[config.mk]
export PLATFORM = sky130hd
export DESIGN_NAME = tcw_front
export DESIGN_NICKNAME = d
export VERILOG_FILES = /design/src/hw/rtl/tcw_pkg.sv /design/src/hw/rtl/tcw_front.sv
export SDC_FILE = /design/constraint.sdc
export NUM_CORES = 1
export LEC_CHECK = 0
export BUFFER_PORTS_ARGS = -buffer_cell sky130_fd_sc_hd__clkbuf_2
export CORE_UTILIZATION = 40
export CTS_CLUSTER_DIAMETER = 150
export DETAILED_ROUTE_END_ITERATION = 10
export PLACE_DENSITY_LB_ADDON = 0.1
export SYNTH_ARGS = -nofsm -noshare
export SYNTH_HDL_FRONTEND = slang
export SYNTH_SLANG_ARGS = --single-unit
[constraint.sdc]
create_clock -name clk -period 4.7 [get_ports clk]
set_clock_uncertainty 0.05 [all_clocks]
set_input_delay 0.94 -clock clk [delete_from_list [all_inputs] [get_ports clk]]
set_output_delay 0.94 -clock clk [all_outputs]
set_load 0.02 [all_outputs]
[src/hw/rtl/tcw_pkg.sv]
// ============================================================================
// tcw_pkg
// Shared types and constants of the text console writer: op codes, command
// kinds passed from the front end to the back end, and character codes.
// ============================================================================
`default_nettype none

package tcw_pkg;

    // Default screen geometry
    localparam int COLUMNS_DEF = 80;
    localparam int ROWS_DEF    = 25;

    // Command queue depth between front and back end
    localparam int QUEUE_DEPTH = 2;

    // Character and color codes
    localparam logic [7:0] NEWLINE_CODE = 8'd10;
    localparam logic [7:0] BLANK_CODE   = 8'd32;
    localparam logic [7:0] RESET_COLOR  = 8'h0F;

    // Input op codes
    localparam logic [1:0] OP_PUT   = 2'd0;
    localparam logic [1:0] OP_CLEAR = 2'd1;
    localparam logic [1:0] OP_READ  = 2'd2;

    // Register byte addresses
    localparam logic [1:0] ADDR_TEXT_COLOR = 2'd0;

    // Command kinds after classification
    typedef enum logic [2:0] {
        K_NOP     = 3'd0,
        K_PUT     = 3'd1,
        K_NEWLINE = 3'd2,
        K_CLEAR   = 3'd3,
        K_READ    = 3'd4
    } kind_t;

    // Classified command
    typedef struct packed {
        kind_t      kind;
        logic [7:0] char_code;
        logic [4:0] row;
        logic [6:0] col;
    } cmd_t;

endpackage

`default_nettype wire

[src/hw/rtl/tcw_front.sv]
// ============================================================================
// tcw_front
// Accepts input items, classifies them into commands (put, newline, clear,
// in-range read, no-op) and hands them to the command queue.
// ============================================================================
`default_nettype none

module tcw_front #(
    parameter int COLUMNS = tcw_pkg::COLUMNS_DEF,
    parameter int ROWS    = tcw_pkg::ROWS_DEF
) (
    input  wire logic          clk,
    input  wire logic          rst_n,
    input  wire logic          valid,
    output logic               stall,
    input  wire logic [1:0]    op,
    input  wire logic [7:0]    char_code,
    input  wire logic [4:0]    read_row,
    input  wire logic [6:0]    read_col,
    input  wire logic          hold,
    input  wire logic          queue_full,
    output logic               push,
    output tcw_pkg::cmd_t      push_cmd
);

    logic          vld_reg;
    logic          vld_next;
    tcw_pkg::cmd_t cmd_reg;
    tcw_pkg::cmd_t cls;
    logic          in_range;
    logic          accept;

    // Classify the incoming item
    always_comb
    begin
        in_range      = (32'(read_row) < ROWS) && (32'(read_col) < COLUMNS);
        cls.kind      = tcw_pkg::K_NOP;
        cls.char_code = char_code;
        cls.row       = read_row;
        cls.col       = read_col;
        case (op)
            tcw_pkg::OP_PUT:
            begin
                if (char_code == tcw_pkg::NEWLINE_CODE)
                begin
                    cls.kind = tcw_pkg::K_NEWLINE;
                end
                else
                begin
                    cls.kind = tcw_pkg::K_PUT;
                end
            end
            tcw_pkg::OP_CLEAR:
            begin
                cls.kind = tcw_pkg::K_CLEAR;
            end
            tcw_pkg::OP_READ:
            begin
                if (in_range)
                begin
                    cls.kind = tcw_pkg::K_READ;
                end
            end
            default:
            begin
                cls.kind = tcw_pkg::K_NOP;
            end
        endcase
    end

    // Hand off when the queue has room; accept unless held or the stage waits on a full queue
    assign push     = vld_reg && !queue_full;
    assign stall    = hold || (vld_reg && queue_full);
    assign accept   = valid && !stall;
    assign push_cmd = cmd_reg;

    always_comb
    begin
        vld_next = vld_reg;
        if (accept)
        begin
            vld_next = 1'b1;
        end
        else if (push)
        begin
            vld_next = 1'b0;
        end
    end

    always_ff @(posedge clk or negedge rst_n)
    begin
        if (!rst_n)
        begin
            vld_reg <= 1'b0;
        end
        else
        begin
            vld_reg <= vld_next;
        end
    end

    // Hold the classified command
    always_ff @(posedge clk)
    begin
        if (accept)
        begin
            cmd_reg <= cls;
        end
    end

endmodule

`default_nettype wire

# Word level (Yosys, flattened, before mapping)
# Cells that the tools add are included.
# op_classes
shift,0
div_mod_pow,0
n_reduce_logical,9
eq_ne,3
n_mul,0
add_sub_neg,0
magnitude_cmp,2
n_mux,5
bitwise,0
# ops
operator,count
3-bit case mux with 3 select lines,1
"8-bit by 4-bit equality test with 1-bit output, second input constant",1
"7-bit < comparator, second input constant",1
"5-bit < comparator, second input constant",1
1-bit logical AND,4
3-bit 2-to-1 mux,1
"2-bit by 1-bit equality test with 1-bit output, second input constant",1
"2-bit equality test, second input constant",1
1-bit logical NOT,2
2-bit logical NOT,1
1-bit 2-to-1 mux,2
2-bit 2-to-1 mux,1
2-bit nonzero test,1
1-bit logical OR,1
# totals
out_inout_bits,25
ram_bits,0
mem_count,0
elab_cells,24
latchBits,0
mem_bits_ro,0
register_bits,24
input_bits,27

# Depth between registers and ports, before layout
# logic_depth
word_depth,5
ltp_mapped,3
mapped_depth_nobuf,3

# Worst setup path after synthesis
# No wires, ideal clock.
# synth_path
path_kind,input to register
start,input port hold
end,register cmd_reg (netlist bit push_cmd[0]) (enable)
setup_slack_ps,1994
setup_time_ps,411
arrival_ps,2245
required_ps,4239
path_buffers,0
cell_stages,2
path_cell_list,nand2b_1 > a21oi_1
# synth_between
elab_chain_cells,3
# synth_rtl
element,line_no,source
from (decl),tcw_front.sv:20,"input wire logic hold,"
1-bit logical OR,tcw_front.sv:73,assign stall = hold || (vld_reg && queue_full);
1-bit logical NOT,tcw_front.sv:74,assign accept = valid && !stall;
1-bit logical AND,tcw_front.sv:74,
named net accept,tcw_front.sv:31,logic accept;
to (signal assigned),tcw_front.sv:107,cmd_reg <= cls;
to (decl),tcw_front.sv:28,tcw_pkg::cmd_t cmd_reg;
# The timed path passes the listed nets, and every way through them passes these cells.
# A chain may end at the register's enable or synchronous reset.

# Worst setup path in the final report
# layout_path
start,input port queue_full
end,output port stall
# layout_between
elab_chain_cells,2
# layout_rtl
element,line_no,source
from (decl),tcw_front.sv:21,"input wire logic queue_full,"
1-bit logical AND,tcw_front.sv:73,
1-bit logical OR,tcw_front.sv:73,
to (decl),tcw_front.sv:15,"output logic stall,"
# Every way passes these cells.

==> impl_metrics.py <==
metrics = {
    "floorplan": {
        "fp.dieW_um": 47.5,
        "die_area_um2": 2260,
        "num_rows": 16,
        "core_area_um2": 1960,
        "die_y_um": 47.5,
        "start_util": 0.422,
        "num_io_pins": 52,
    },
    "global_route": {
        "grt_usage": 0.110,
        "first_global_vias": 407,
        "grt_max_degree": 24,
        "grt_pass1_wl_um": 1610,
        "grt-ovfl-total": 0,
        "antenna_found_initial": 0,
    },
    "route": {
        "ant_nets": 0,
        "vias": 526,
        "wl_per_cell_um": 10.0,
        "firstDrtPassIters": 3,
        "drcViolationCount": 0,
        "drt_wl_total_um": 1220,
        "viasPerCell": 4.35,
        "drt-initial-drc-count": 3,
    },
    "clocking": {
        "clk_latency_ns": 0.30,
        "cts-root-buf": "clkbuf_4",
        "clk_path_buf_depth": 2,
        "cts_buffers": 3,
        "clk_pin_slew_ns": 0.12,
        "cts_setup_buffers": 0,
        "htreeDepth": 1,
        "tritoncts": "built",
        "hold_buffers": 0,
        "cts.sinks": 24,
        "cts_resized": 0,
    },
    "yosys": {
        "synth_edf_count": 23,
        "synth.top_cell.area_share": 0.834,
        "ys_top_cells_by_count": "23 x edfxtp_1, 2 x nand2_1, 2 x nand2b_1",
        "synthTopCellsByArea": "edfxtp_1 83%, dfrtp_1 3.0%, nor4_4 2.6%",
        "synth_flop_cell": "edfxtp_1",
        "synthArstFlopShare": 0.0417,
        "yosysSeqAreaShare": 0.864,
        "synth_cell_types": 15,
        "synth.avg_cell_area_um2": 21.2,
        "yosysWarningCount": 0,
        "synth-seq-cells": 24,
        "netlist_area_um2": 828,
        "synth_fp_nets": 66,
        "synth_top_area_cell": "edfxtp_1",
        "synth_most_common_cell": "edfxtp_1",
        "synthCells": 39,
    },
    "critical_path": {
        "crit_family": "buffers and inverters",
        "reg2reg_to": "push_cmd[17]",
        "critPathBufInv": 2,
        "startpoint_type": "input pin",
        "slowest_stage": "clkbuf_2",
        "reg2reg_from": "vld_reg",
        "rrSetupSlack_ns": 2.96,
        "cp.arrival_ns": 1.35,
        "path_max_fanout": 3,
        "rr_worst_depth": 1,
        "end_kind": "output pin",
        "worstSetupPathType": "input pin to output pin",
        "required_ns": 3.71,
        "critical_path.most_common_cell": "clkbuf_2",
        "cp_cell_sequence": "clkbuf_2, nand2_1, nand2b_1, clkbuf_2",
        "slowest_delay_ns": 0.16,
    },
    "power_and_ir_drop": {
        "leakage_nw": 0.498,
        "irDropWorstVdd_mv": 0.194,
        "power_frac_comb": 0.110,
        "seqPwrFrac": 0.635,
        "internal_power_mw": 0.309,
        "power.share.clock": 0.256,
        "power.density_nw_per_um2": 338,
        "p_sw_mw": 0.0815,
        "power_mw": 0.391,
        "switching_share": 0.209,
    },
    "placement": {
        "io_buffers": 51,
        "finalWeightedCongestion": 0.603,
    },
    "final_layout": {
        "antennaDiodeCount": 0,
        "layout.nets": 122,
        "drive_gt1_frac": 0.638,
        "largest_register_ffs": 23,
        "area_growth_pct": 39.7,
    },
    "job": {
        "cap_viol_max_count": 0,
    },
    "sta": {
        "fin_crit_ns": 2.34,
        "post-route-period-util": 0.498,
        "final_hold_viol_count": 0,
        "tightest_slew_ns": 1.14,
        "setup_violations": 0,
        "timing.setup.tns_ns": 0,
        "fmax_mhz": 428,
        "rsz0062_at_grt": "no",
        "maxSlewViolCount": 0,
        "slew_headroom": 0.239,
    },
    "hold_path": {
        "hp-class": "input pin to asynchronous set/reset pin",
    },
    "run_status": {
        "outcome": "complete, no violations",
    },
}
## cells by family after synthesis
family	after synthesis	share of synthesized area
DFF	24	0.864
and+or+nand+nor	9	0.0906
AOI/OAI and AO/OA	5	0.0408
buffers and inverters	1	0.00453
## routing by layer
layer	global-route usage	vias to the layer above	part of all wire
met5	0	-	0
met4	0.0686	0	0.0074
met3	0.0340	2	0.070
met2	0.189	25	0.54
met1	0.118	234	0.39
li1	-	265	-
## area by class of cell
cell class,instances,area (um2)
Clock buffer,4,36.3
Timing Repair Buffer,51,255
Multi-Input combinational cell,14,113
Sequential cell,24,716
Tap cell,27,33.8
Fill cell,182,805
Inverter,1,3.75
## how the worst max path moves through the flow
| stage | startpoint | to | slack (ns) | cells after the start |
|---|---|---|---|---|
| 2_1_floorplan | hold | push_cmd[0] | 1.99 | 2 |
| 3_3_place_gp | hold | push_cmd[10] | 2.22 | 3 |
| 3_5_place_dp | hold | push_cmd[11] | 2.21 | 3 |
| 4_1_cts | queue_full | stall | 2.35 | 4 |
| 5_1_grt | queue_full | stall | 2.27 | 4 |
| 6_report | queue_full | stall | 2.36 | 4 |
## through the flow
| stage | setup slack, ns | instances | hold slack [ns] | util | area, um2 |
|---|---|---|---|---|---|
| global route | 2.27 | 121 | 0.322 | 0.590 | 1160 |
| CTS | 2.35 | 121 | 0.329 | 0.590 | 1160 |
| global placement | 2.22 | 117 | 0.462 | 0.571 | 1120 |
| finish | 2.36 | 121 | 0.338 | 0.590 | 1160 |
| floorplan | 1.99 | 39 | 0.421 | - | 828 |
| detailed placement | 2.21 | 117 | 0.480 | 0.571 | 1120 |
## layout by cell type (no fill, tap or decap), types with 2 or more instances in the layout
master    synthesis  routed
clkbuf_2          0      51
edfxtp_1         23      23
clkbuf_4          0       3
a21oi_2           1       2
nand2_1           2       2
nand2b_1          2       2
## power groups by stage
| stage | registers (mW) | clock network, mW | logic [mW] |
|---|---|---|---|
| final | 0.248 | 0.0999 | 0.0429 |
| after floorplan | 0.264 | 0 | 0.00949 |
| after global routing | 0.249 | 0.111 | 0.0474 |
| after CTS | 0.248 | 0.104 | 0.0436 |
| after global placement | 0.253 | 0 | 0.0432 |
| after detailed placement | 0.253 | 0 | 0.0435 |
No activity file was read; power rests on OpenSTA's default activity.
