[src/hw/rtl/tcw_pkg.sv]
// ============================================================================
// tcw_pkg
// Shared types and constants of the text console writer: op codes, command
// kinds passed from the front end to the back end, and character codes.
// ============================================================================
`default_nettype none

package tcw_pkg;

    // Default screen geometry
    localparam int COLUMNS_DEF = 80;
    localparam int ROWS_DEF    = 25;

    // Command queue depth between front and back end
    localparam int QUEUE_DEPTH = 2;

    // Character and color codes
    localparam logic [7:0] NEWLINE_CODE = 8'd10;
    localparam logic [7:0] BLANK_CODE   = 8'd32;
    localparam logic [7:0] RESET_COLOR  = 8'h0F;

    // Input op codes
    localparam logic [1:0] OP_PUT   = 2'd0;
    localparam logic [1:0] OP_CLEAR = 2'd1;
    localparam logic [1:0] OP_READ  = 2'd2;

    // Register byte addresses
    localparam logic [1:0] ADDR_TEXT_COLOR = 2'd0;

    // Command kinds after classification
    typedef enum logic [2:0] {
        K_NOP     = 3'd0,
        K_PUT     = 3'd1,
        K_NEWLINE = 3'd2,
        K_CLEAR   = 3'd3,
        K_READ    = 3'd4
    } kind_t;

    // Classified command
    typedef struct packed {
        kind_t      kind;
        logic [7:0] char_code;
        logic [4:0] row;
        logic [6:0] col;
    } cmd_t;

endpackage

`default_nettype wire

[src/hw/rtl/tcw_cmd_queue.sv]
// ============================================================================
// tcw_cmd_queue
// Short command queue between the front end and the back end, so either
// side can stall without stopping the other.
// ============================================================================
`default_nettype none

module tcw_cmd_queue (
    input  wire logic          clk,
    input  wire logic          rst_n,
    input  wire logic          push,
    input  wire tcw_pkg::cmd_t push_cmd,
    output logic               full,
    input  wire logic          pop,
    output tcw_pkg::cmd_t      head_cmd,
    output logic               not_empty
);

    localparam int DEPTH = tcw_pkg::QUEUE_DEPTH;
    localparam int PW    = (DEPTH > 1) ? $clog2(DEPTH) : 1;
    localparam int NW    = $clog2(DEPTH + 1);
    localparam logic [PW-1:0] PTR_LAST = PW'(DEPTH - 1);
    localparam logic [NW-1:0] CNT_FULL = NW'(DEPTH);

    tcw_pkg::cmd_t  slot_reg [DEPTH];
    logic [PW-1:0]  wr_ptr_reg;
    logic [PW-1:0]  wr_ptr_next;
    logic [PW-1:0]  rd_ptr_reg;
    logic [PW-1:0]  rd_ptr_next;
    logic [NW-1:0]  cnt_reg;
    logic [NW-1:0]  cnt_next;
    logic           do_push;
    logic           do_pop;

    assign full      = (cnt_reg == CNT_FULL);
    assign not_empty = (cnt_reg != '0);
    assign do_push   = push && !full;
    assign do_pop    = pop && not_empty;
    assign head_cmd  = slot_reg[rd_ptr_reg];

    // Advance pointers and fill count
    always_comb
    begin
        wr_ptr_next = wr_ptr_reg;
        rd_ptr_next = rd_ptr_reg;
        cnt_next    = cnt_reg;
        if (do_push)
        begin
            wr_ptr_next = (wr_ptr_reg == PTR_LAST) ? '0 : wr_ptr_reg + 1'b1;
        end
        if (do_pop)
        begin
            rd_ptr_next = (rd_ptr_reg == PTR_LAST) ? '0 : rd_ptr_reg + 1'b1;
        end
        if (do_push && !do_pop)
        begin
            cnt_next = cnt_reg + 1'b1;
        end
        else if (do_pop && !do_push)
        begin
            cnt_next = cnt_reg - 1'b1;
        end
    end

    always_ff @(posedge clk or negedge rst_n)
    begin
        if (!rst_n)
        begin
            wr_ptr_reg <= '0;
            rd_ptr_reg <= '0;
            cnt_reg    <= '0;
        end
        else
        begin
            wr_ptr_reg <= wr_ptr_next;
            rd_ptr_reg <= rd_ptr_next;
            cnt_reg    <= cnt_next;
        end
    end

    // Store pushed commands
    always_ff @(posedge clk)
    begin
        if (do_push)
        begin
            slot_reg[wr_ptr_reg] <= push_cmd;
        end
    end

endmodule

`default_nettype wire

[config.mk]
export PLATFORM = sky130hd
export DESIGN_NAME = tcw_cmd_queue
export DESIGN_NICKNAME = d
export VERILOG_FILES = /design/src/hw/rtl/tcw_pkg.sv /design/src/hw/rtl/tcw_cmd_queue.sv
export SDC_FILE = /design/constraint.sdc
export NUM_CORES = 1
export LEC_CHECK = 0
export ABC_CLOCK_PERIOD_IN_PS = 1900
export BUFFER_PORTS_ARGS = -buffer_cell sky130_fd_sc_hd__clkbuf_2
export CORE_MARGIN = 2
export CORE_UTILIZATION = 45
export CTS_BUF_LIST = sky130_fd_sc_hd__clkbuf_4 sky130_fd_sc_hd__clkbuf_8 sky130_fd_sc_hd__clkbuf_16
export DETAILED_ROUTE_END_ITERATION = 12
export PLACE_DENSITY = 0.78
export SLEW_MARGIN = 40
export SYNTH_ARGS = -nofsm -noshare
export SYNTH_HDL_FRONTEND = slang
export SYNTH_SLANG_ARGS = --single-unit
[constraint.sdc]
create_clock -name clk -period 1.9 [get_ports clk]
set_input_delay 0.095 -clock clk [delete_from_list [all_inputs] [get_ports clk]]
set_output_delay 0.095 -clock clk [all_outputs]
set_load 0.02 [all_outputs]
Yosys cells after proc, flatten, opt, wreduce, memory -nomap -nowiden
Memory sizes are Yosys's and may differ from the RTL's.
Index checks and enable logic that the tools add are counted.

storage, ports and cells
  register bits after elaboration = 4
  latch bits = 0
  bits in writable memories = 46
  memory bits (read-only) = 0
  input port bits = 27
  word-level logic and storage cells = 24
  memories = 1

operators by class
  add/sub/neg operators = 4
  multipliers = 0
  div/mod/pow operators = 0
  magnitude comparators = 0
  equality and inequality tests = 1
  shift-type cells = 0
  mux-type cells = 6
  bitwise logic cells = 0
  reduce and logical (&&, ||, !) cells = 9

memory list
  name      depth  bits a word  read ports  clocked after memory_dff  write ports  line                 source
  slot_reg  2      23           1           0                         1            tcw_cmd_queue.sv:25  tcw_pkg::cmd_t slot_reg [DEPTH];

operator list
  kind                                              count
  logical AND 1 bit                                 4
  2-to-1 mux 1 bit                                  4
  2-to-1 mux 2 bit                                  2
  nonzero test 2 bit                                2
  logical NOT 1 bit                                 3
  adder 1 bit, second input constant                2
  adder 2 x 1 -> 2 bit, second input constant       1
  == test 2 bit, second input constant              1
  subtractor 2 x 1 -> 2 bit, second input constant  1

Logic depth before layout (Yosys ltp)
Gate-level depths: netlist of run 1.

  depth after elaboration = 7
  gate-level depth with buffers = 7
  gate-level depth less buffers = 7

Worst setup path before layout of run 1
Ideal clock, no wire load.

  path kind = flip-flop to flip-flop
  from = register cnt_reg[0]
  to = memory slot_reg[0][0] (netlist name), enable pin
  setup time = 0.403 ns
  arrival = 1.606 ns
  data required time = 1.497 ns
  setup slack = -0.109 ns
  stages on the path, launching flop included = 4
  path buffers = 0
  cell sequence = dfrtp_1 -> nand2b_1 -> nand2_1 -> nor2_1

between the ends
  longest elaborated chain between the ends = 5

ends and longest elaborated chain
  element                                 line                 source
  start: declaration                      tcw_cmd_queue.sv:30  logic [NW-1:0] cnt_reg;
  start signal: assignment                tcw_cmd_queue.sv:77  cnt_reg <= cnt_next;
  == test 2 bit                           tcw_cmd_queue.sv:35  assign full = (cnt_reg == CNT_FULL);
  logical NOT 1 bit                       tcw_cmd_queue.sv:37  assign do_push = push && !full;
  logical AND 1 bit                       tcw_cmd_queue.sv:37
  2-to-1 mux 1 bit                        tcw_cmd_queue.sv:84  if (do_push)
  2-to-1 mux 1 bit (not written as such)  tcw_cmd_queue.sv:86  slot_reg[wr_ptr_reg] <= push_cmd;
  end: declaration                        tcw_cmd_queue.sv:25

No other way between the ends.

Final worst setup path of run 1
  from = register cnt_reg[0]
  to = register cnt_reg[1]

between the ends
  longest elaborated chain between the ends = 6
  elaborated cells between the ends (all ways) = 14

ends and longest elaborated chain
  element                              line                 source
  == test 2 bit                        tcw_cmd_queue.sv:35
  logical NOT 1 bit                    tcw_cmd_queue.sv:37
  logical AND 1 bit                    tcw_cmd_queue.sv:37
  logical NOT 1 bit                    tcw_cmd_queue.sv:59  else if (do_pop && !do_push)
  logical AND 1 bit                    tcw_cmd_queue.sv:59
  nonzero test 2 bit (no source line)  -

Parallel ways exist; a longest one is shown, timed or not. The select of a mux whose other input is x is not followed.
A chain may end at the register's enable or synchronous reset.

==> impl_metrics.tcl, run 1 <==
set metrics [dict create \
    antenna_cells 0 \
    track_usage_pct 12.5 \
    vias 1039 \
    ant_nets 0 \
    fin_skew_ns 0.00173 \
    layout-drive-gt1-share_pct 50.3 \
    drtPass1Iterations 4 \
    synth_top_cell_area_share_pct 70.4 \
    synth.avg_cell_area_um2 21.6 \
    seq_area_frac_synth_pct 75.5 \
    post-place-ws_ns 0.419 \
    drt_iter0_markers 22 \
    post-route-period-util_pct 79.6 \
    synth_top_family_by_area "multiplexers" \
    required_ns 2.11 \
    synth.distinct_cells 16 \
    final_util_pct 61.1 \
    grt_overflow 0 \
    cts_buffer_depth 2 \
    maxSlewViolCount 0 \
    path_common_cell "xor2_1" \
    cts_buffers 5 \
    routedWlPerCell_um 12.2 \
    worstMarginPinSlew_ns 0.214 \
    fin_nets 204 \
    synth_cells 91 \
    synth_xor_area_share_pct 2.23 \
    path_cells "nand2b_1 -> nand2_1 -> inv_1 -> ha_1 -> xor2_1 -> nor2_1 -> xor2_1" \
    async_flop_share_pct 8.00 \
    finalCriticalPeriod_ns 1.51 \
    die_w_um 70.1 \
    p_leak_nw 1.09 \
    synthSimpleGateAreaFrac_pct 1.85 \
    post_dp_cell_area_um2 2280 \
    end_kind "flip-flop" \
    synth_seq_cells 50 \
    ys_top_cells_by_count "edfxtp_1, mux2_4, dfrtp_1, mux2_2, xnor2_1" \
    whs_ns 0.0707 \
    finalHoldViolCount 0 \
    status "complete, no violations" \
    antenna_found_initial 0 \
    max_cap_violations 0 \
    grt_pass1_vias 1096 \
    cts_resized 0 \
    drcViolationCount 0 \
    fillers 339 \
    max_freq_ghz 0.661 \
    io_buffers 51 \
    syn_nets 119 \
    viasPerCell 4.54 \
    synthFlopType "edfxtp_1" \
    hold_path.class "input port to flip-flop" \
    synth_edf_count 46 \
    tns_ns 0 \
    crit_path_start_kind "flip-flop" \
    critPathSlowestCell "dfrtp_1" \
    ioPinCount 52 \
    dieArea_um2 4910 \
    relSlewSlack_pct 85.8 \
    largest_register_ffs 46 \
    synth-compound-area-share_pct 0 \
    crit_fanout 4 \
    dp.cells 197 \
    cts_tree "built" \
    power.density_cell_area_nw_per_um2 1400 \
    clk_pin_slew_ns 0.08 \
    critical_path_class "flip-flop to flip-flop" \
    rsz0062_at_grt "false" \
    fin_ws_ns 0.387 \
    crit_path_max_incr_delay_ns 0.42 \
    peakVddDrop_mv 0.773 \
    clkSinkCount 50 \
    final_cells 229 \
    netlist_area_um2 1960 \
    cts-htree-levels 2 \
    synthAdderAreaFrac_pct 0.637 \
    start_util_pct 46.0 \
    synthMuxAreaShare_pct 16.8 \
    wirelength_um 2810 \
    dpl.hpwl_um 2040 \
    setup_viol 0 \
    synth.area.top_cells "edfxtp_1, mux2_4, dfrtp_1" \
    worstSkewPairLatency_ns 0.29 \
    yosysTopAreaCell "edfxtp_1" \
    core_um2 4260 \
    yosysMostFrequentCell "edfxtp_1" \
    grt_max_degree 15 \
    die_h_um 70.1 \
    ys.warnings.count 0 \
    area_growth_pct 32.7 \
    postLayoutCellArea_um2 2610 \
    rows 24 \
    grt_pass1_wl_um 4690 \
    gp_congestion 0.688 \
    fin_total_pwr_mw 3.66 \
    arrival_ns 1.73 \
    cts_root_buf "clkbuf_8" \
]
[report_power, final]
part | total, mW | internal (mW) | switching, mW
Combinational | 1.49 | 0.691 | 0.803
Clock | 0.564 | 0.267 | 0.297
Sequential | 1.60 | 1.51 | 0.0864
Total | 3.66 | 2.47 | 1.19
[logic make-up after synthesis]
| logic type | count (synthesis) |
|---|---|
| flip-flops | 50 |
| multiplexers | 23 |
| AND/OR/NAND/NOR | 7 |
| XOR/XNOR | 5 |
| buffers and inverters | 5 |
| adder cells (fa/ha/maj) | 1 |
[timing repair]
item / in CTS / in global routing
setup buffers: 0 / 0
hold buffers: 24 / 0
setup endpoints to repair: 0 / 0
hold endpoints to repair: 50 / 0
[critical path: cells and delay by family (launching register included)]
kind / cells / cell delay, ns
buf+inv: 1 / 0.06
fa+ha+maj: 1 / 0.19
simple gates: 3 / 0.46
xor+xnor: 2 / 0.31
flops: 1 / 0.42
[layout by cell type (no fill, tap or decap)]
cell type and count:
and3_1 1, buf_4 6, clkbuf_2 51, clkbuf_4 1, clkbuf_8 5, clkinv_1 1, clkinv_2 1, dfrtp_1 4
dlygate4sd3_1 24, edfxtp_1 46, ha_1 1, inv_1 2, mux2_2 4, mux2_4 19, nand2_1 1, nand2_2 1
nand2b_1 1, nor2_1 1, nor2_2 1, or2_1 1, xnor2_1 3, xor2_1 2
[routing by layer]
layer  wire (um)  GRT usage (%)  vias up  part of all wire, %
met3         168           3.03        7                  6.0
met1        1080           12.7      485                   39
met2        1500           23.4       38                   53
met5           0              0        -                    0
met4          55           6.41        0                  2.0
li1            -              -      509                    -
[layout make-up]
| class | count | area (um^2) | area share (%) |
|---|---|---|---|
| sequential | 50 | 1480 | 56.9 |
| timing repair buffer | 81 | 541 | 20.7 |
| multi-input combinational | 36 | 425 | 16.3 |
| clock buffer | 6 | 76.3 | 2.93 |
| tap | 52 | 65.1 | 2.50 |
| clock inverter | 2 | 8.76 | 0.336 |
| inverter | 2 | 7.51 | 0.288 |
[worst paths after layout]
| path | endpoint | start | slack, ns | depth (start not counted) |
|---|---|---|---|---|
| setup reg to reg | cnt_reg[1]$_DFFE_PN0P_ | cnt_reg[0]$_DFFE_PN0P_ | 0.39 | 7 |
| setup / recovery | cnt_reg[1]$_DFFE_PN0P_ | cnt_reg[0]$_DFFE_PN0P_ | 0.39 | 7 |
| hold / removal | rd_ptr_reg$_DFFE_PN0P_ | pop | 0.07 | 3 |
| min in group asynchronous | cnt_reg[0]$_DFFE_PN0P_ | rst_n | 0.14 | 2 |
| hold reg to reg | cnt_reg[1]$_DFFE_PN0P_ | cnt_reg[1]$_DFFE_PN0P_ | 0.51 | 1 |
| max in group asynchronous | rd_ptr_reg$_DFFE_PN0P_ | rst_n | 1.64 | 2 |
(Power assumes the default switching activity.)
==> inputs of run 2 (changes only) <==
ABC_AREA = 1   (was not set)
ABC_CLOCK_PERIOD_IN_PS = 1460   (was 1900)
PLACE_DENSITY = 0.75   (was 0.78)
clock period = 1.46 ns   (was 1.9 ns; I/O delays follow)
==> impl_metrics.tcl, run 2 <==
set metrics [dict create \
    status "complete, no violations" \
    end_kind "flip-flop" \
    worst-r2r-cell-count 5 \
    grt_pass1_wl_um 5580 \
    post-place-ws_ns 0.0784 \
    crit_fanout 18 \
    worstMarginPinSlew_ns 0.321 \
    fin_total_pwr_mw 5.08 \
    peakVddDrop_mv 0.896 \
    routedWlPerCell_um 12.0 \
    rows 23 \
    swShare_pct 37.3 \
    ys_top_cells_by_count "nand2_1, edfxtp_1, inv_1, dfrtp_1" \
    critical_path_class "flip-flop to flip-flop" \
    grt_max_degree 25 \
    maxSlewViolCount 0 \
    core_um2 4060 \
    cts_buffers 5 \
    seq_area_frac_synth_pct 76.7 \
    grt_pass1_vias 1297 \
    final_cells 285 \
    worstSkewPairLatency_ns 0.30 \
    viasPerCell 4.54 \
    fin_skew_ns 0.00523 \
    synth_edf_count 46 \
    cts_tree "built" \
    vias 1293 \
    ys.warnings.count 0 \
    p_leak_nw 1.17 \
    grt_overflow 0 \
    io_buffers 51 \
    synth.distinct_cells 17 \
    yosysMostFrequentCell "nand2_1" \
    synth.avg_cell_area_um2 12.7 \
    crit_path_start_kind "flip-flop" \
    drtPass1Iterations 4 \
    clk_pin_slew_ns 0.08 \
    fin_ws_ns 0.114 \
    syn_nets 180 \
    fin_nets 262 \
    synth_seq_cells 50 \
    synth_cells 152 \
    post-route-period-util_pct 92.2 \
    fillers 290 \
    whs_ns 0.0290 \
    antenna_found_initial 0 \
    drcViolationCount 0 \
    die_w_um 69.5 \
    cts_root_buf "clkbuf_8" \
    post_dp_cell_area_um2 2290 \
    rsz0062_at_grt "false" \
    wirelength_um 3430 \
    start_util_pct 47.6 \
    relSlewSlack_pct 78.4 \
    ioPinCount 52 \
    cts_buffer_depth 2 \
    synth.area.top_cells "edfxtp_1, nand2_1, dfrtp_1" \
    max_freq_ghz 0.743 \
    drt_iter0_markers 36 \
    dp.cells 253 \
    p_clk_share_pct 18.6 \
    die_h_um 69.5 \
    setup_viol 0 \
    pwr-share-seq_pct 41.0 \
    power.density_cell_area_nw_per_um2 1920 \
    finalHoldViolCount 0 \
    layout_commonest_cell "nand2_1" \
    area_growth_pct 37.3 \
    hold_path.class "input port to flip-flop" \
    postLayoutCellArea_um2 2650 \
    yosysTopAreaCell "edfxtp_1" \
    ant_nets 0 \
    dpl.hpwl_um 2270 \
    gp_congestion 0.762 \
    tns_ns 0 \
    required_ns 1.52 \
    clkSinkCount 50 \
    p_comb_share_pct 40.4 \
    antenna_cells 0 \
    max_cap_violations 0 \
    async_flop_share_pct 8.00 \
    synth_top_cell_area_share_pct 71.5 \
    largest_register_ffs 46 \
    final_cell_mix "nand2_1, clkbuf_2, edfxtp_1, dlygate4sd3_1, clkbuf_8" \
    cts_setup_buffers 0 \
    synthFlopType "edfxtp_1" \
    dieArea_um2 4830 \
    internal_power_mw 3.19 \
    arrival_ns 1.41 \
    min_path_cells 3 \
    finalCriticalPeriod_ns 1.35 \
    layout-drive-gt1-share_pct 31.9 \
    netlist_area_um2 1930 \
    cts-htree-levels 2 \
    track_usage_pct 15.1 \
    final_util_pct 65.3 \
    net-switching-power_mw 1.90 \
]
[run 2: cell families (layout without fill, tap and decap cells)]
group,Yosys count,count (layout),share of synthesized area (%)
and+or+nand+nor,86,86,17.9
buffers and inverters,13,96,4.02
xor gates and xnor gates,1,1,0.454
AOI/OAI and AO/OA,1,1,0.259
DFF,50,50,76.7
adders and majority gates,1,1,0.648
[run 2: final timing paths]
kind                                   startpoint                        end  slack [ns]
max reg2reg                cnt_reg[0]$_DFFE_PN0P_  slot_reg[0][13]$_DFFE_PP_        0.11
min                                           pop     rd_ptr_reg$_DFFE_PN0P_        0.03
max                        cnt_reg[0]$_DFFE_PN0P_  slot_reg[0][13]$_DFFE_PP_        0.11
min in group asynchronous                   rst_n     cnt_reg[1]$_DFFE_PN0P_        0.11
min reg2reg                cnt_reg[1]$_DFFE_PN0P_     cnt_reg[1]$_DFFE_PN0P_        0.50
max in group asynchronous                   rst_n     cnt_reg[0]$_DFFE_PN0P_        1.21
[run 2: routing by layer]
metal	vias to the layer above	part of all wire, %	track usage, %
li1	664	-	-
met1	586	39	15.9
met2	36	54	28.1
met3	7	4.7	4.51
met4	0	1.9	5.88
met5	-	0	0
[run 2: power groups by stage]
stage	Sequential [mW]	Combinational [mW]	Clock [mW]
after floorplan	2.08	1.40	0
after global placement	2.10	1.99	0
after detailed placement	2.11	2.04	0
after CTS	2.08	2.09	0.962
after global routing	2.12	2.26	1.02
final	2.08	2.06	0.947
[run 2: worst max-delay path, cell delays in order, from the launching register on]
cell        delay [ns]
dfrtp_2           0.46
nor2_4            0.16
nor2_4            0.05
nand2_2           0.08
clkinvlp_4        0.17
buf_12            0.20
[run 2: repair_timing]
item | 4_1_cts | 5_1_grt
hold buffers | 24 | 0
hold endpoints to repair | 50 | 0
gates resized for setup | 0 | 1
setup endpoints to repair | 0 | 1
[run 2: layout make-up]
type	count	area, um^2	area share (%)
well taps	50	62.6	2.36
inverters	8	36.3	1.37
repair buffers	80	571	21.5
flip-flops and latches	50	1480	55.9
multi-input cells	89	384	14.5
clock inverters	2	37.5	1.42
clock buffers	6	76.3	2.88
==> inputs of run 3 (changes only) <==
CELL_PAD_IN_SITES_DETAIL_PLACEMENT = 2   (was not set)
CELL_PAD_IN_SITES_GLOBAL_PLACEMENT = 2   (was not set)
CORE_ASPECT_RATIO = 0.75   (was not set)
CORE_UTILIZATION = 33   (was 45)
PLACE_DENSITY = 0.82   (was 0.75)
==> impl_metrics.tcl, run 3 (synthesized netlist as in run 2, its figures left out) <==
set metrics [dict create \
    crit_path_start_kind "flip-flop" \
    grt_overflow 0 \
    cts_buffers 5 \
    worstMarginPinSlew_ns 0.291 \
    drcViolationCount 0 \
    area_growth_pct 37.4 \
    end_kind "output pin" \
    grt_pass1_wl_um 7620 \
    antenna_found_initial 0 \
    final_cell_mix "nand2_1, clkbuf_2, edfxtp_1, dlygate4sd3_1, clkbuf_8" \
    path_cells "buf_6 -> nand2_1 -> nand2_1 -> clkbuf_2" \
    post-route-period-util_pct 96.1 \
    rsz0062_at_grt "false" \
    finalHoldViolCount 0 \
    fin_total_pwr_mw 5.03 \
    die_w_um 92.3 \
    grt_pass1_vias 1576 \
    max_cap_violations 0 \
    critPathSlowestCell "dfrtp_2" \
    rows 24 \
    critical_path_class "flip-flop to output pin" \
    maxSlewViolCount 0 \
    fin_nets 261 \
    routedWlPerCell_um 14.9 \
    dpl.hpwl_um 3270 \
    cts_tree "built" \
    cts_root_buf "clkbuf_8" \
    cts-htree-levels 2 \
    tns_ns 0 \
    drtPass1Iterations 4 \
    ant_nets 0 \
    ioPinCount 52 \
    arrival_ns 1.33 \
    p_leak_nw 1.16 \
    viasPerCell 4.37 \
    required_ns 1.39 \
    core_um2 5740 \
    cts_setup_buffers 0 \
    wirelength_um 4640 \
    relSlewSlack_pct 80.4 \
    start_util_pct 33.7 \
    layout-drive-gt1-share_pct 32.1 \
    io_buffers 51 \
    peakVddDrop_mv 0.775 \
    track_usage_pct 15.5 \
    vias 1362 \
    setup_viol 0 \
    power.density_cell_area_nw_per_um2 1900 \
    grt_max_degree 25 \
    layout_commonest_cell "nand2_1" \
    clkSinkCount 50 \
    cts_buffer_depth 2 \
    largest_register_ffs 46 \
    crit_path_max_incr_delay_ns 0.45 \
    gp_congestion 0.767 \
    worstSkewPairLatency_ns 0.29 \
    hold_path.class "input port to flip-flop" \
    antenna_cells 0 \
    fin_skew_ns 0.00541 \
    clk_pin_slew_ns 0.08 \
    dieArea_um2 6480 \
    max_freq_ghz 0.713 \
    drt_iter0_markers 39 \
    crit_fanout 13 \
    path_common_cell "nand2_1" \
    status "complete, no violations" \
    finalCriticalPeriod_ns 1.40 \
    fillers 593 \
    die_h_um 70.2 \
]
==> run 3: what timing repair did <==
item / 4_1_cts / 5_1_grt
gates resized for setup: 0 / 5
setup endpoints to repair: 0 / 18
hold buffers: 24 / 0
endpoints found under the hold margin: 50 / 0
==> run 3: stage by stage <==
step / hold WS, ns / instances / util [%] / worst slack (ns) / area (um^2)
finish: 0.0423 / 312 / 46.2 / 0.0570 / 2650
floorplan: -0.223 / 152 / - / 0.00534 / 1950
detailed placement: -0.105 / 280 / 40.3 / 0.0627 / 2310
global placement: -0.105 / 280 / 40.3 / 0.128 / 2310
CTS: 0.0494 / 312 / 46.1 / 0.00351 / 2640
global route: 0.0634 / 312 / 46.2 / 0.00385 / 2650
==> run 3: path summary, 6_finish.rpt <==
path	slack (ns)	cells past startpoint	endpoint	start
max reg2reg	0.10	8	cnt_reg[1]$_DFFE_PN0P_	cnt_reg[0]$_DFFE_PN0P_
min reg2reg	0.51	2	wr_ptr_reg$_DFFE_PN0N_	wr_ptr_reg$_DFFE_PN0N_
max in group asynchronous	1.19	2	rd_ptr_reg$_DFFE_PN0P_	rst_n
min in group asynchronous	0.12	2	cnt_reg[0]$_DFFE_PN0P_	rst_n
min	0.04	3	rd_ptr_reg$_DFFE_PN0P_	pop
max	0.06	4	head_cmd[22]	rd_ptr_reg$_DFFE_PN0P_
==> run 3: worst max-delay path, delay by kind of cell, from the launching register on <==
kind                   cells  cell delay (ns)
flip-flops                 1             0.45
buffers and inverters      2             0.38
AND/OR/NAND/NOR            2             0.21
==> run 3: per-layer routing <==
| layer | share of wire, % | vias to the layer above | global-route usage [%] |
|---|---|---|---|
| met5 | 0 | - | 0 |
| met4 | 0.22 | 0 | 1.99 |
| met3 | 4.4 | 2 | 4.42 |
| met2 | 54 | 39 | 28.9 |
| met1 | 41 | 660 | 18.2 |
| li1 | - | 661 | - |
==> run 3: final cells by class <==
| type | instances | area, um^2 | area share [%] |
|---|---|---|---|
| timing repair buffer | 79 | 554 | 20.9 |
| clock buffer | 8 | 91.3 | 3.44 |
| multi-input combinational | 89 | 384 | 14.5 |
| sequential | 50 | 1480 | 55.9 |
| tap | 78 | 97.6 | 3.68 |
| inverter | 8 | 41.3 | 1.56 |
==> run 3: power by group <==
part           leakage (nW)  switching [mW]  internal [mW]
registers             0.474           0.149           1.97
clock network        0.0498           0.400          0.396
logic                 0.633            1.44          0.680
total                  1.16            1.99           3.04
